<file path="src/rtl/hps_pkg.sv">
// Shared types, constants and helper functions for the hop packet sequencer.
// Used by the channel interfaces and by every module of the block.
// No dependencies.
package hps_pkg;

  localparam int CAL_CHANNELS = 50;
  localparam int CAL_IDX_W    = $clog2(CAL_CHANNELS);

  localparam int CHAN_W  = 6;
  localparam int SLOT_W  = 12;
  localparam int BYTE_W  = 8;
  localparam int ID_W    = 16;
  localparam int CODE_W  = 5;
  localparam int FC_W    = 10;
  localparam int WAIT_W  = 13;
  localparam int ADDR_W  = 6;
  localparam int CMD_W   = 4;
  localparam int GROUP_N = 4;

  localparam int FRAME_BYTES = 13;
  localparam int STEP_W      = $clog2(FRAME_BYTES + 1);

  localparam int QUEUE_DEPTH = 2;
  localparam int QPTR_W      = $clog2(QUEUE_DEPTH);

  localparam int CFG_ADDR_W = 3;
  localparam int APB_DATA_W = 32;
  localparam logic CFG_IDX_TX_ID = 1'b0;
  localparam logic CFG_IDX_HOP   = 1'b1;

  localparam logic [ADDR_W-1:0] STROBE_IDLE = 6'h36;
  localparam logic [ADDR_W-1:0] STROBE_CAL  = 6'h33;
  localparam logic [ADDR_W-1:0] REG_CHAN    = 6'h0A;
  localparam logic [ADDR_W-1:0] REG_FINECAL = 6'h25;

  localparam logic [BYTE_W-1:0] CHAN_BASE    = 8'd16;
  localparam logic [BYTE_W-1:0] CHAN_SPACING = 8'd6;
  localparam logic [BYTE_W-1:0] FRAME_SYNC   = 8'h81;

  localparam logic [WAIT_W-1:0] WAIT_CAL  = 13'd2000;
  localparam logic [WAIT_W-1:0] WAIT_DATA = 13'd2020;
  localparam logic [WAIT_W-1:0] PERIOD_US = 13'd6798;
  localparam logic [WAIT_W-1:0] WAIT_TUNE = PERIOD_US - WAIT_DATA - WAIT_DATA;

  localparam logic [CMD_W-1:0] CMD_BASE = 4'h2;
  localparam logic [CMD_W-1:0] CMD_PKT  = 4'h1;
  localparam logic [CMD_W-1:0] CMD_ODD  = 4'h8;

  localparam logic [BYTE_W-1:0] HOP_LIMIT = 8'd29;
  localparam logic [BYTE_W-1:0] HOP_SKIP  = 8'd30;
  localparam logic [BYTE_W-1:0] HOP_MOD   = 8'd31;

  typedef enum logic [1:0] {
    KIND_STROBE = 2'd0,
    KIND_REG    = 2'd1,
    KIND_BYTE   = 2'd2,
    KIND_WAIT   = 2'd3
  } kind_t;

  typedef enum logic [1:0] {
    JOB_TUNE_CAL,
    JOB_WAIT_CAL,
    JOB_FRAME,
    JOB_TUNE_FINE
  } job_kind_t;

  typedef struct packed {
    logic [ID_W-1:0]   tx_id;
    logic [CODE_W-1:0] hop_code;
  } cfg_t;

  typedef struct packed {
    job_kind_t                      kind;
    logic [CHAN_W-1:0]              chan;
    logic [BYTE_W-1:0]              cal;
    logic [CMD_W-1:0]               cmd;
    logic [GROUP_N-1:0][SLOT_W-1:0] ch;
    cfg_t                           cfg;
  } job_t;

  function automatic logic [BYTE_W-1:0] chan_reg(input logic [CHAN_W-1:0] chan);
    logic [BYTE_W:0] prod;
    prod = {{(BYTE_W + 1 - CHAN_W){1'b0}}, chan} * {1'b0, CHAN_SPACING};
    return prod[BYTE_W-1:0] + CHAN_BASE;
  endfunction

endpackage

</file>
<file path="src/rtl/hps_if.sv">
// Valid/ready channel interfaces for the input ticks and the result items.
// Depends on hps_pkg for field widths.
interface hps_in_if import hps_pkg::*; ();
  logic              valid;
  logic              ready;
  logic [SLOT_W-1:0] slot0;
  logic [SLOT_W-1:0] slot1;
  logic [SLOT_W-1:0] slot2;
  logic [SLOT_W-1:0] slot3;
  logic [SLOT_W-1:0] slot4;
  logic [SLOT_W-1:0] slot5;
  logic [SLOT_W-1:0] slot6;
  logic [SLOT_W-1:0] slot7;
  logic [BYTE_W-1:0] cal_readback;

  modport source (output valid, slot0, slot1, slot2, slot3, slot4, slot5, slot6, slot7,
                  cal_readback, input ready);
  modport sink   (input valid, slot0, slot1, slot2, slot3, slot4, slot5, slot6, slot7,
                  cal_readback, output ready);
endinterface

interface hps_out_if import hps_pkg::*; ();
  logic              valid;
  logic              ready;
  logic [1:0]        kind;
  logic [ADDR_W-1:0] reg_addr;
  logic [BYTE_W-1:0] data_byte;
  logic [WAIT_W-1:0] wait_us;
  logic              last;

  modport source (output valid, kind, reg_addr, data_byte, wait_us, last, input ready);
  modport sink   (input valid, kind, reg_addr, data_byte, wait_us, last, output ready);
endinterface

</file>
<file path="src/rtl/hps_front.sv">
// Front end: accepts ticks, runs the phase machine, keeps the calibration memory
// and turns each tick into one job for the back end. Depends on hps_pkg, hps_if.
module hps_front import hps_pkg::*; (
  input  logic       clk,
  input  logic       rst_n,
  hps_in_if.sink     in_ch,
  input  cfg_t       cfg,
  input  logic       q_ready,
  output logic       push,
  output job_t       push_job
);

  typedef enum logic [2:0] {
    PH_START = 3'd0,
    PH_CAL   = 3'd1,
    PH_DATA1 = 3'd2,
    PH_DATA2 = 3'd3,
    PH_TUNE  = 3'd4
  } phase_t;

  localparam logic [CHAN_W:0] CAL_LIMIT = (CHAN_W + 1)'(CAL_CHANNELS);

  phase_t            phase_r, phase_nxt;
  logic [CHAN_W-1:0] chan_r, chan_nxt, chan_upd;
  logic [FC_W-1:0]   fc_r, fc_nxt, fc_upd, fc_inc;
  logic              cal_ok_r, cal_ok_nxt;
  logic [BYTE_W-1:0] cal_rd_r;
  logic [BYTE_W-1:0] cal_mem [CAL_CHANNELS];
  logic [CAL_IDX_W-1:0] cal_rd_addr, cal_wr_addr;
  logic              cal_wr, cal_wr_upd;
  logic [CHAN_W:0]   cal_next;
  phase_t            phase_upd;

  logic [BYTE_W-1:0] hop_step, hop_sum, hop_adj, hop_val;
  logic [GROUP_N-1:0][SLOT_W-1:0] grp_lo, grp_hi;
  logic              accept;

  assign in_ch.ready = q_ready;
  assign accept      = in_ch.valid && q_ready;
  assign push        = accept;

  assign grp_lo = {in_ch.slot3, in_ch.slot2, in_ch.slot1, in_ch.slot0};
  assign grp_hi = {in_ch.slot7, in_ch.slot6, in_ch.slot5, in_ch.slot4};

  assign fc_inc   = fc_r + 1'b1;
  assign cal_next = {1'b0, chan_r} + 1'b1;

  assign hop_step = BYTE_W'(cfg.hop_code) + 8'd2;
  assign hop_sum  = BYTE_W'(chan_r) + hop_step;
  assign hop_adj  = (hop_sum == HOP_SKIP) ? hop_sum + hop_step : hop_sum;
  assign hop_val  = (hop_sum > HOP_LIMIT) ? hop_adj - HOP_MOD : hop_sum;

  always_comb begin
    phase_upd  = phase_r;
    chan_upd   = chan_r;
    fc_upd     = fc_r;
    cal_wr_upd = 1'b0;
    push_job.kind = JOB_WAIT_CAL;
    push_job.chan = chan_r;
    push_job.cal  = cal_ok_r ? cal_rd_r : '0;
    push_job.cmd  = CMD_BASE;
    push_job.ch   = grp_lo;
    push_job.cfg  = cfg;
    case (phase_r)
      PH_CAL: begin
        cal_wr_upd = ({1'b0, chan_r} < CAL_LIMIT);
        if (cal_next < CAL_LIMIT) begin
          chan_upd      = cal_next[CHAN_W-1:0];
          push_job.kind = JOB_TUNE_CAL;
          push_job.chan = cal_next[CHAN_W-1:0];
        end else begin
          chan_upd  = '0;
          fc_upd    = '0;
          phase_upd = PH_DATA1;
        end
      end
      PH_DATA1: begin
        push_job.kind = JOB_FRAME;
        push_job.cmd  = CMD_BASE | (fc_r[0] ? CMD_ODD : '0);
        push_job.ch   = fc_r[0] ? grp_hi : grp_lo;
        phase_upd     = PH_DATA2;
      end
      PH_DATA2: begin
        fc_upd        = fc_inc;
        push_job.kind = JOB_FRAME;
        push_job.cmd  = CMD_BASE | CMD_PKT | (fc_inc[0] ? CMD_ODD : '0);
        push_job.ch   = fc_inc[0] ? grp_hi : grp_lo;
        chan_upd      = hop_val[CHAN_W-1:0];
        phase_upd     = PH_TUNE;
      end
      PH_TUNE: begin
        push_job.kind = JOB_TUNE_FINE;
        phase_upd     = PH_DATA1;
      end
      default: begin
        chan_upd      = '0;
        push_job.kind = JOB_TUNE_CAL;
        push_job.chan = '0;
        phase_upd     = PH_CAL;
      end
    endcase
  end

  always_comb begin
    phase_nxt  = accept ? phase_upd : phase_r;
    chan_nxt   = accept ? chan_upd : chan_r;
    fc_nxt     = accept ? fc_upd : fc_r;
    cal_wr     = accept && cal_wr_upd;
    cal_ok_nxt = ({1'b0, chan_nxt} < CAL_LIMIT);
    cal_rd_addr = cal_ok_nxt ? chan_nxt[CAL_IDX_W-1:0] : '0;
    cal_wr_addr = chan_r[CAL_IDX_W-1:0];
  end

  always_ff @(posedge clk) begin
    if (!rst_n) begin
      phase_r  <= PH_START;
      chan_r   <= '0;
      fc_r     <= '0;
      cal_ok_r <= 1'b1;
    end else begin
      phase_r  <= phase_nxt;
      chan_r   <= chan_nxt;
      fc_r     <= fc_nxt;
      cal_ok_r <= cal_ok_nxt;
    end
  end

  always_ff @(posedge clk) begin
    if (cal_wr) begin
      cal_mem[cal_wr_addr] <= in_ch.cal_readback;
    end
    cal_rd_r <= cal_mem[cal_rd_addr];
  end

endmodule

</file>
<file path="src/rtl/hps_queue.sv">
// Short job queue between the front end and the back end.
// Depends on hps_pkg for the job type and depth.
module hps_queue import hps_pkg::*; (
  input  logic clk,
  input  logic rst_n,
  input  logic push,
  input  job_t push_job,
  output logic push_ready,
  input  logic pop,
  output logic head_valid,
  output job_t head_job
);

  job_t              q_mem_r [QUEUE_DEPTH];
  logic [QPTR_W-1:0] wr_ptr_r, rd_ptr_r;
  logic [QPTR_W:0]   count_r, count_nxt;

  assign push_ready = (count_r != (QPTR_W + 1)'(QUEUE_DEPTH));
  assign head_valid = (count_r != '0);
  assign head_job   = q_mem_r[rd_ptr_r];

  always_comb begin
    count_nxt = count_r;
    case ({push, pop})
      2'b10:   count_nxt = count_r + 1'b1;
      2'b01:   count_nxt = count_r - 1'b1;
      default: count_nxt = count_r;
    endcase
  end

  always_ff @(posedge clk) begin
    if (!rst_n) begin
      wr_ptr_r <= '0;
      rd_ptr_r <= '0;
      count_r  <= '0;
    end else begin
      if (push) begin
        wr_ptr_r <= wr_ptr_r + 1'b1;
      end
      if (pop) begin
        rd_ptr_r <= rd_ptr_r + 1'b1;
      end
      count_r <= count_nxt;
    end
  end

  always_ff @(posedge clk) begin
    if (push) begin
      q_mem_r[wr_ptr_r] <= push_job;
    end
  end

endmodule

</file>
<file path="src/rtl/hps_back.sv">
// Back end: expands the job at the queue head into result items, one per cycle,
// unless stalled, through a single output register. Depends on hps_pkg, hps_if.
module hps_back import hps_pkg::*; (
  input  logic   clk,
  input  logic   rst_n,
  input  logic   head_valid,
  input  job_t   head_job,
  output logic   pop,
  hps_out_if.source out_ch
);

  typedef struct packed {
    kind_t             kind;
    logic [ADDR_W-1:0] reg_addr;
    logic [BYTE_W-1:0] data_byte;
    logic [WAIT_W-1:0] wait_us;
    logic              last;
  } res_t;

  logic [STEP_W-1:0] step_r;
  logic              out_valid_r;
  res_t              out_r;
  res_t              res;
  logic [BYTE_W-1:0] fbyte;
  logic [BYTE_W-1:0] creg;
  logic              adv;

  assign creg = chan_reg(head_job.chan);

  always_comb begin
    case (step_r)
      4'd0:    fbyte = FRAME_SYNC;
      4'd1:    fbyte = head_job.cfg.tx_id[15:8];
      4'd2:    fbyte = head_job.cfg.tx_id[7:0];
      4'd3:    fbyte = '0;
      4'd4:    fbyte = '0;
      4'd5:    fbyte = {head_job.chan[4:0], head_job.ch[0][11:9]};
      4'd6:    fbyte = head_job.ch[0][8:1];
      4'd7:    fbyte = {head_job.ch[0][0], head_job.ch[1][11:5]};
      4'd8:    fbyte = {head_job.ch[1][4:0], head_job.ch[2][11:9]};
      4'd9:    fbyte = head_job.ch[2][8:1];
      4'd10:   fbyte = {head_job.ch[2][0], head_job.ch[3][11:5]};
      4'd11:   fbyte = {head_job.ch[3][4:0], head_job.cfg.hop_code[4:2]};
      4'd12:   fbyte = {head_job.cfg.hop_code[1:0], 2'b00, head_job.cmd};
      default: fbyte = '0;
    endcase
  end

  always_comb begin
    res = '{kind: KIND_WAIT, reg_addr: '0, data_byte: '0, wait_us: '0, last: 1'b0};
    case (head_job.kind)
      JOB_TUNE_CAL, JOB_TUNE_FINE: begin
        case (step_r)
          4'd0: begin
            res.kind     = KIND_STROBE;
            res.reg_addr = STROBE_IDLE;
          end
          4'd1: begin
            res.kind      = KIND_REG;
            res.reg_addr  = REG_CHAN;
            res.data_byte = creg;
          end
          4'd2: begin
            if (head_job.kind == JOB_TUNE_FINE) begin
              res.kind      = KIND_REG;
              res.reg_addr  = REG_FINECAL;
              res.data_byte = head_job.cal;
            end else begin
              res.kind     = KIND_STROBE;
              res.reg_addr = STROBE_CAL;
            end
          end
          default: begin
            res.kind    = KIND_WAIT;
            res.wait_us = (head_job.kind == JOB_TUNE_FINE) ? WAIT_TUNE : WAIT_CAL;
          end
        endcase
      end
      JOB_FRAME: begin
        if (step_r < STEP_W'(FRAME_BYTES)) begin
          res.kind      = KIND_BYTE;
          res.data_byte = fbyte;
        end else begin
          res.kind    = KIND_WAIT;
          res.wait_us = WAIT_DATA;
        end
      end
      default: begin
        res.kind    = KIND_WAIT;
        res.wait_us = WAIT_CAL;
      end
    endcase
    res.last = (res.kind == KIND_WAIT);
  end

  assign adv = !out_valid_r || out_ch.ready;
  assign pop = adv && head_valid && res.last;

  always_ff @(posedge clk) begin
    if (!rst_n) begin
      out_valid_r <= 1'b0;
      step_r      <= '0;
    end else if (adv) begin
      out_valid_r <= head_valid;
      if (head_valid) begin
        step_r <= res.last ? '0 : step_r + 1'b1;
      end
    end
  end

  always_ff @(posedge clk) begin
    if (adv && head_valid) begin
      out_r <= res;
    end
  end

  assign out_ch.valid     = out_valid_r;
  assign out_ch.kind      = out_r.kind;
  assign out_ch.reg_addr  = out_r.reg_addr;
  assign out_ch.data_byte = out_r.data_byte;
  assign out_ch.wait_us   = out_r.wait_us;
  assign out_ch.last      = out_r.last;

endmodule

</file>
<file path="src/rtl/hop_packet_sequencer_unit.sv">
// Hop packet sequencer: one input item per scheduler tick turns into 1, 4 or 14 result
// items (radio strobes, register writes, frame bytes), always closed by a wait item with
// last set. One result item leaves per cycle unless out_ch.ready stalls; a frame tick gives
// 14, a calibration or tune tick 4 and the final calibration tick 1; that output
// register sets the rate. Ticks are accepted every cycle while the two-entry job queue has
// room, also while a result waits at the output. The calibration memory needs no clearing
// after reset. Depends on hps_pkg, hps_if, hps_front, hps_queue and hps_back.
module hop_packet_sequencer_unit import hps_pkg::*; (
  input  logic                  clk,
  input  logic                  rst_n,
  hps_in_if.sink                in_ch,
  hps_out_if.source             out_ch,
  input  logic                  psel,
  input  logic                  penable,
  input  logic                  pwrite,
  input  logic [CFG_ADDR_W-1:0] paddr,
  input  logic [APB_DATA_W-1:0] pwdata,
  output logic [APB_DATA_W-1:0] prdata,
  output logic                  pready
);

  logic [ID_W-1:0]   tx_id_r;
  logic [CODE_W-1:0] hop_code_r;
  logic              cfg_wr;
  logic              cfg_sel;
  cfg_t              cfg;

  logic q_push, q_ready, q_pop, q_valid;
  job_t q_push_job, q_head_job;

  assign pready  = 1'b1;
  assign cfg_sel = paddr[CFG_ADDR_W-1];
  assign cfg_wr  = psel && penable && pwrite && pready;
  assign prdata  = (cfg_sel == CFG_IDX_HOP) ? APB_DATA_W'(hop_code_r) : APB_DATA_W'(tx_id_r);
  assign cfg     = '{tx_id: tx_id_r, hop_code: hop_code_r};

  always_ff @(posedge clk) begin
    if (!rst_n) begin
      tx_id_r    <= '0;
      hop_code_r <= '0;
    end else if (cfg_wr) begin
      if (cfg_sel == CFG_IDX_TX_ID) begin
        tx_id_r <= pwdata[ID_W-1:0];
      end else begin
        hop_code_r <= pwdata[CODE_W-1:0];
      end
    end
  end

  hps_front u_front (
    .clk      (clk),
    .rst_n    (rst_n),
    .in_ch    (in_ch),
    .cfg      (cfg),
    .q_ready  (q_ready),
    .push     (q_push),
    .push_job (q_push_job)
  );

  hps_queue u_queue (
    .clk        (clk),
    .rst_n      (rst_n),
    .push       (q_push),
    .push_job   (q_push_job),
    .push_ready (q_ready),
    .pop        (q_pop),
    .head_valid (q_valid),
    .head_job   (q_head_job)
  );

  hps_back u_back (
    .clk        (clk),
    .rst_n      (rst_n),
    .head_valid (q_valid),
    .head_job   (q_head_job),
    .pop        (q_pop),
    .out_ch     (out_ch)
  );

  a_last_is_wait: assert property (@(posedge clk) disable iff (!rst_n)
    out_ch.valid |-> (out_ch.last == (out_ch.kind == KIND_WAIT)))
    else $error("last flag and wait kind disagree");

  a_chan_reg_even: assert property (@(posedge clk) disable iff (!rst_n)
    out_ch.valid && out_ch.kind == KIND_REG && out_ch.reg_addr == REG_CHAN
    |-> !out_ch.data_byte[0])
    else $error("channel register value is odd");

  a_stall_means_backlog: assert property (@(posedge clk) disable iff (!rst_n)
    !in_ch.ready |-> q_valid)
    else $error("input stalled with empty job queue");

  a_pop_shows_last: assert property (@(posedge clk) disable iff (!rst_n)
    q_pop |=> out_ch.valid && out_ch.last)
    else $error("job retired without a closing item");

endmodule
</file>
<file path="src/flat_wrapper.sv">
// flat-port wrapper written by rule: the top's interface ports become plain ports
module hop_packet_sequencer_unit_flat import hps_pkg::*;
  (clk, rst_n, psel, penable, pwrite, paddr, pwdata, prdata, pready, in_ch_valid, in_ch_slot0, in_ch_slot1, in_ch_slot2, in_ch_slot3, in_ch_slot4, in_ch_slot5, in_ch_slot6, in_ch_slot7, in_ch_cal_readback, in_ch_ready, out_ch_valid, out_ch_kind, out_ch_reg_addr, out_ch_data_byte, out_ch_wait_us, out_ch_last, out_ch_ready);
  hps_in_if in_ch_i ();
  hps_out_if out_ch_i ();
  input  logic clk;
  input  logic rst_n;
  input  logic psel;
  input  logic penable;
  input  logic pwrite;
  input  logic [CFG_ADDR_W-1:0] paddr;
  input  logic [APB_DATA_W-1:0] pwdata;
  output logic [APB_DATA_W-1:0] prdata;
  output logic pready;
  input wire logic [$bits(in_ch_i.valid)-1:0] in_ch_valid;
  input wire logic [$bits(in_ch_i.slot0)-1:0] in_ch_slot0;
  input wire logic [$bits(in_ch_i.slot1)-1:0] in_ch_slot1;
  input wire logic [$bits(in_ch_i.slot2)-1:0] in_ch_slot2;
  input wire logic [$bits(in_ch_i.slot3)-1:0] in_ch_slot3;
  input wire logic [$bits(in_ch_i.slot4)-1:0] in_ch_slot4;
  input wire logic [$bits(in_ch_i.slot5)-1:0] in_ch_slot5;
  input wire logic [$bits(in_ch_i.slot6)-1:0] in_ch_slot6;
  input wire logic [$bits(in_ch_i.slot7)-1:0] in_ch_slot7;
  input wire logic [$bits(in_ch_i.cal_readback)-1:0] in_ch_cal_readback;
  output wire logic [$bits(in_ch_i.ready)-1:0] in_ch_ready;
  output wire logic [$bits(out_ch_i.valid)-1:0] out_ch_valid;
  output wire logic [$bits(out_ch_i.kind)-1:0] out_ch_kind;
  output wire logic [$bits(out_ch_i.reg_addr)-1:0] out_ch_reg_addr;
  output wire logic [$bits(out_ch_i.data_byte)-1:0] out_ch_data_byte;
  output wire logic [$bits(out_ch_i.wait_us)-1:0] out_ch_wait_us;
  output wire logic [$bits(out_ch_i.last)-1:0] out_ch_last;
  input wire logic [$bits(out_ch_i.ready)-1:0] out_ch_ready;
  assign in_ch_i.valid = in_ch_valid;
  assign in_ch_i.slot0 = in_ch_slot0;
  assign in_ch_i.slot1 = in_ch_slot1;
  assign in_ch_i.slot2 = in_ch_slot2;
  assign in_ch_i.slot3 = in_ch_slot3;
  assign in_ch_i.slot4 = in_ch_slot4;
  assign in_ch_i.slot5 = in_ch_slot5;
  assign in_ch_i.slot6 = in_ch_slot6;
  assign in_ch_i.slot7 = in_ch_slot7;
  assign in_ch_i.cal_readback = in_ch_cal_readback;
  assign in_ch_ready = in_ch_i.ready;
  assign out_ch_valid = out_ch_i.valid;
  assign out_ch_kind = out_ch_i.kind;
  assign out_ch_reg_addr = out_ch_i.reg_addr;
  assign out_ch_data_byte = out_ch_i.data_byte;
  assign out_ch_wait_us = out_ch_i.wait_us;
  assign out_ch_last = out_ch_i.last;
  assign out_ch_i.ready = out_ch_ready;
  hop_packet_sequencer_unit u_core (.clk(clk), .rst_n(rst_n), .in_ch(in_ch_i), .out_ch(out_ch_i), .psel(psel), .penable(penable), .pwrite(pwrite), .paddr(paddr), .pwdata(pwdata), .prdata(prdata), .pready(pready));
endmodule
</file>
<file path="config.mk">
export PLATFORM = sky130hd
export DESIGN_NAME = hop_packet_sequencer_unit_flat
export DESIGN_NICKNAME = d
export VERILOG_FILES = /design/src/rtl/hps_pkg.sv /design/src/rtl/hps_if.sv /design/src/rtl/hps_front.sv /design/src/rtl/hps_queue.sv /design/src/rtl/hps_back.sv /design/src/rtl/hop_packet_sequencer_unit.sv /design/src/flat_wrapper.sv
export SDC_FILE = /design/constraint.sdc
export NUM_CORES = 1
export LEC_CHECK = 0
export ABC_AREA = 1
export BUFFER_PORTS_ARGS = -buffer_cell sky130_fd_sc_hd__buf_2
export CAP_MARGIN = 20
export CORE_MARGIN = 2
export CORE_UTILIZATION = 50
export DETAILED_ROUTE_END_ITERATION = 16
export PLACE_DENSITY = 0.77
export SLEW_MARGIN = 30
export SYNTH_ARGS = -nofsm -noshare
export SYNTH_HDL_FRONTEND = slang
export SYNTH_SLANG_ARGS = --single-unit
export TNS_END_PERCENT = 100
</file>
<file path="constraint.sdc">
create_clock -name clk -period 9.7 [get_ports clk]
set_input_delay 0.485 -clock clk [delete_from_list [all_inputs] [get_ports clk]]
set_output_delay 0.485 -clock clk [all_outputs]
set_load 0.01 [all_outputs]
</file>
==> results.md <==
Outcome:
- The flow ran to the end, and the final reports show no timing, DRC or antenna violations.

GRT:
- The final global-route overflow total is 0.
- The global-route met1 utilization is 0.304.
- The number of global-route vias before repair was approximately 20000.
- The met2 track utilization from global routing is 0.404.
- In the global route stage, overall resource usage came out at 0.238.
- The number of antenna violations at the first check in global routing was 2.
- For met3 alone, demand over resource in global routing was 0.0424.
- Entering global routing, the biggest net connects about 130 pins.
- met2 is the most crowded layer.
- The first global-routing pass estimated ~110000 um of wire.

Routing:
- After the first detailed-routing iteration, the DRC count stood at roughly 2400.
- For this run, the detailed router's first-pass iteration total came to 6.
- Dividing the detail-routed via count by the number of cells gives about 5.7.
- The total via count after detailed routing is 20747.
- For this block, the routed nets add up to approximately 73000 um of wire.
- The post-route antenna net violation count is 0.
- After detailed routing, the number of remaining DRC violations is 0.
- After detailed routing, the average wire length per cell comes to between 15 and 20 um.

STA:
- The remaining max-slew budget at the tightest pin is 0.338.
- Setup violations remaining at the end of the flow were counted as 0.
- The hold violation total from the final report came to 0.
- The final number of max-transition violations is 0.
- The final period utilization is 0.658.
- Derived from the worst setup path, the maximum achievable clock frequency is 157 MHz.
- The shortest period the worst path allows is ~6.4 ns.
- Setup repair after global routing left no endpoint under its margin.
- At the pin with the least slew margin, the transition time is slightly below 1 ns.
- The total negative slack is 0 ns.
- The final setup skew is roughly 0.038 ns.

Cells and area:
- In the layout the commonest cells are edfxtp_1, nand2_1, nand3_1.
- Fill cells in the final layout number between 4000 and 5000.
- In the final layout, the multi-input gates occupy roughly 8600 um^2.
- The share of cells above drive strength 1 is 0.146.
- Leaving out fill and tap cells, the most frequent cell in the layout is edfxtp_1.
- The area of all placed cells without fillers is 33000 um^2.
- After the flow finishes, the layout carries non-filler instances totaling about 3700.
- The area growth from synthesis to layout is 12.3%.
- For this run, the post-layout net count is between 3000 and 4000.
- The combined flip-flop and latch cell area is approximately 19000 um^2.

Floorplan:
- The starting density of the core is 0.507.
- about 210 I/O pins were placed.
- The horizontal die dimension is ~250 um.
- The core region is 57900 um^2.
- The area of the die is around 61000 um^2.
- The number of standard-cell rows in the floorplan is between 80 and 90.
- The die is between 200 and 250 um tall.

Clocking:
- The clock tree from TritonCTS is done.
- The insertion delay of the later-clocked pin in the worst-skew pair is between 0.6 and 0.7 ns.
- Counting along the longest clock path gives a buffer depth of 3.
- For this design, the CTS-stage hold fixing added 0 buffers.
- Once the clock tree was built, the resizer swapped 0 gates to a different size.
- The number of H-tree levels is 3.
- The cell at the root of the clock tree is clkbuf_16.
- After clock tree synthesis, the clock-pin slew on the worst setup and hold paths is around 0.06 ns.
- Buffers added to address setup during post-CTS repair amount to 0.
- The number of buffers added by the clock tree synthesis step is 68.
- The number of sinks driven by the clock tree is 647.

Logic synthesis:
- The most used flip-flop cell after synthesis is edfxtp_1.
- The mapped netlist covers around 30000 um^2.
- The number of warning messages in the yosys log is 0.
- The async set-or-reset flop fraction in the synthesized netlist is 0.
- The mean cell area of the mapped netlist is between 10 and 15 um^2.
- Yosys mapped a number of flops with a built-in enable equal to between 500 and 600.
- The sequential fraction of the synthesis area is 0.645.
- The number of cells produced by synthesis is around 2700.
- Synthesis instantiated 55 different standard cells from the library.
- The synthesized design contains approximately 650 register bits.

Worst setup path:
- The endpoint of the lowest-slack register-to-register path is u_core.u_front.cal_rd_r[6].
- The worst register-to-register path begins at u_core.u_front.cal_wr_addr[0].
- The maximum fanout encountered on the critical timing path is 88.
- The element type at the critical path start is a register.
- The worst-case reg-to-reg path depth is 27.
- The data arrival time of the worst path is ~6.9 ns.
- The worst register-to-register path has a setup slack of 3.32 ns.
- The worst path required time is between 10 and 15 ns.
- The critical path start-end classification is reg -> reg.
- STA classifies the critical path endpoint as a register.

Hold path:
- The type of the worst min-delay path is in -> reg.
- The worst hold path begins at pwdata[4].
- The worst hold path passes through 3 cells.
- The terminating pin of the worst hold path is u_core.tx_id_r[4].

Placement:
- The global placer's final weighted congestion is 0.890.
- The placed instances occupy a cell area of ~30000 um^2.
- The detailed placer's ending HPWL is roughly 45000 um.
- The number of cells in the design after placement is between 3000 and 4000.
- The port buffer count is approximately 170.

Run:
- The tool flagged a number of max-cap violations equal to 0.

Power and ir drop:
- The maximum resistive drop on vdd is 168 uV.
- The reported leakage power is roughly 13 nW.
- In this run the power density over the cells is about 230 nW/um^2.
- The overall power of the completed layout is 7.44 mW.
area by class of cell:
class / count / share of cell area
flip-flops and latches: 647 / 0.574
repair buffers: 189 / 0.0310
inverters: 298 / 0.0340
diodes: 2 / 0.000152
multi-input cells: 1631 / 0.261
clock inverters: 29 / 0.0115
well taps: 765 / 0.0290
clock buffers: 96 / 0.0586
report_power, final:
group,internal [mW],switching (mW)
sequential,3.30,0.0737
combinational,0.410,0.981
clock,1.61,1.07
worst max-delay path by stage:
stage / startpoint / end / slack [ns]
CTS: u_core.u_front.cal_wr_addr[0] / u_core.u_front.cal_rd_r[7] / 3.39
global route: u_core.u_front.cal_wr_addr[0] / u_core.u_front.cal_rd_r[3] / 2.86
finish: u_core.u_front.cal_wr_addr[0] / u_core.u_front.cal_rd_r[6] / 3.32
detailed placement: u_core.u_front.cal_wr_addr[0] / u_core.u_front.cal_rd_r[7] / 3.42
floorplan: u_core.u_queue.count_r[0] / u_core.u_queue.q_mem_r[1][0] / 4.78
global placement: u_core.u_front.cal_wr_addr[0] / u_core.u_front.cal_rd_r[7] / 3.60
through the flow:
step | hold slack [ns] | setup slack, ns | util
finish | 0.147 | 3.32 | 0.569
global route | 0.146 | 2.86 | 0.569
CTS | 0.125 | 3.39 | 0.569
detailed placement | 0.462 | 3.42 | 0.529
global placement | 0.437 | 3.60 | 0.528
floorplan | 0.426 | 4.78 | -
registers in the layout, summed over array words and instances, names as in the netlist, 2 cells and up, named ones only:
| signal | count |
|---|---|
| u_core.u_front.cal_mem | 400 |
| u_core.u_queue.q_mem_r | 174 |
| u_core.tx_id_r | 16 |
| u_core.u_back.out_ch.data_byte | 8 |
| u_core.u_front.cal_rd_r | 8 |
| u_core.u_back.out_ch.reg_addr | 6 |
| u_core.u_back.out_ch.wait_us | 6 |
| u_core.u_front.cal_wr_addr | 6 |
| u_core.hop_code_r | 5 |
| u_core.u_back.step_r | 4 |
| u_core.u_front.phase_r | 3 |
| u_core.u_back.out_ch.kind | 2 |
| u_core.u_queue.count_r | 2 |
cell families after synthesis:
logic type,share of synthesized area
AND/OR/NAND/NOR,0.182
flip-flops,0.645
buffers and inverters,0.0669
AO/OA/AOI/OAI,0.0653
multiplexers,0.0201
adder cells (fa/ha/maj),0.0157
XOR/XNOR,0.00511
other,0.000256
routing by layer:
layer	wire (um)	share of wire
met5	9	0.00012
met4	2330	0.032
met3	6840	0.094
met2	35500	0.49
met1	28200	0.39
synth_stat cells, types with 3 or more instances:
master     count  area (um^2)
nor3_1        20          100
inv_1        282         1060
nand2_4        4         45.0
o21ai_1       25          125
nor4_1         6         37.5
o211ai_1      12         90.1
mux2i_1        5         50.1
nand3_1      296         1480
dfxtp_1       50         1000
nor2_1       252          946
buf_4         43          323
clkbuf_1      57          214
mux2_2        48          541
nand4_1        9         56.3
a31oi_1        3         18.8
o31ai_1        4         30.0
xor2_1        12          105
a22o_1         5         43.8
nand2_2        3         18.8
o21ai_0       60          300
buf_2         42          210
o41ai_1        4         35.0
or2_2         46          288
buf_6          7         78.8
nand2_1      444         1670
o2111ai_1     17          149
edfxtp_1     597        17900
a221oi_1       6         52.6
ha_1          32          400
a21oi_1      175          876
o22ai_1       10         62.6
nand3b_1      83          623
buf_1          5         18.8
fa_1           3         60.1
clkinv_1       3         11.3
inv_2         13         48.8
critical path: stages, from the launching register on:
cell,delay [ns]
dfxtp_1,0.52
ha_1,0.26
inv_1,0.06
fa_1,0.43
xor2_1,0.28
inv_1,0.12
ha_1,0.38
a21o_1,0.19
a31oi_1,0.18
xor2_1,0.18
inv_1,0.08
o21ai_2,0.23
o21bai_1,0.09
nand3_1,0.07
nand2_1,0.06
nand3_1,0.08
nand2_1,0.15
inv_2,0.12
nand3_4,0.40
nand2_4,0.57
buf_4,0.79
nand2_1,0.14
nand3_1,0.12
nand3_1,0.10
nand3_1,0.21
nand3_1,0.10
nand3_1,0.12
nand2_1,0.07
Power figures use the tool's default switching activity.
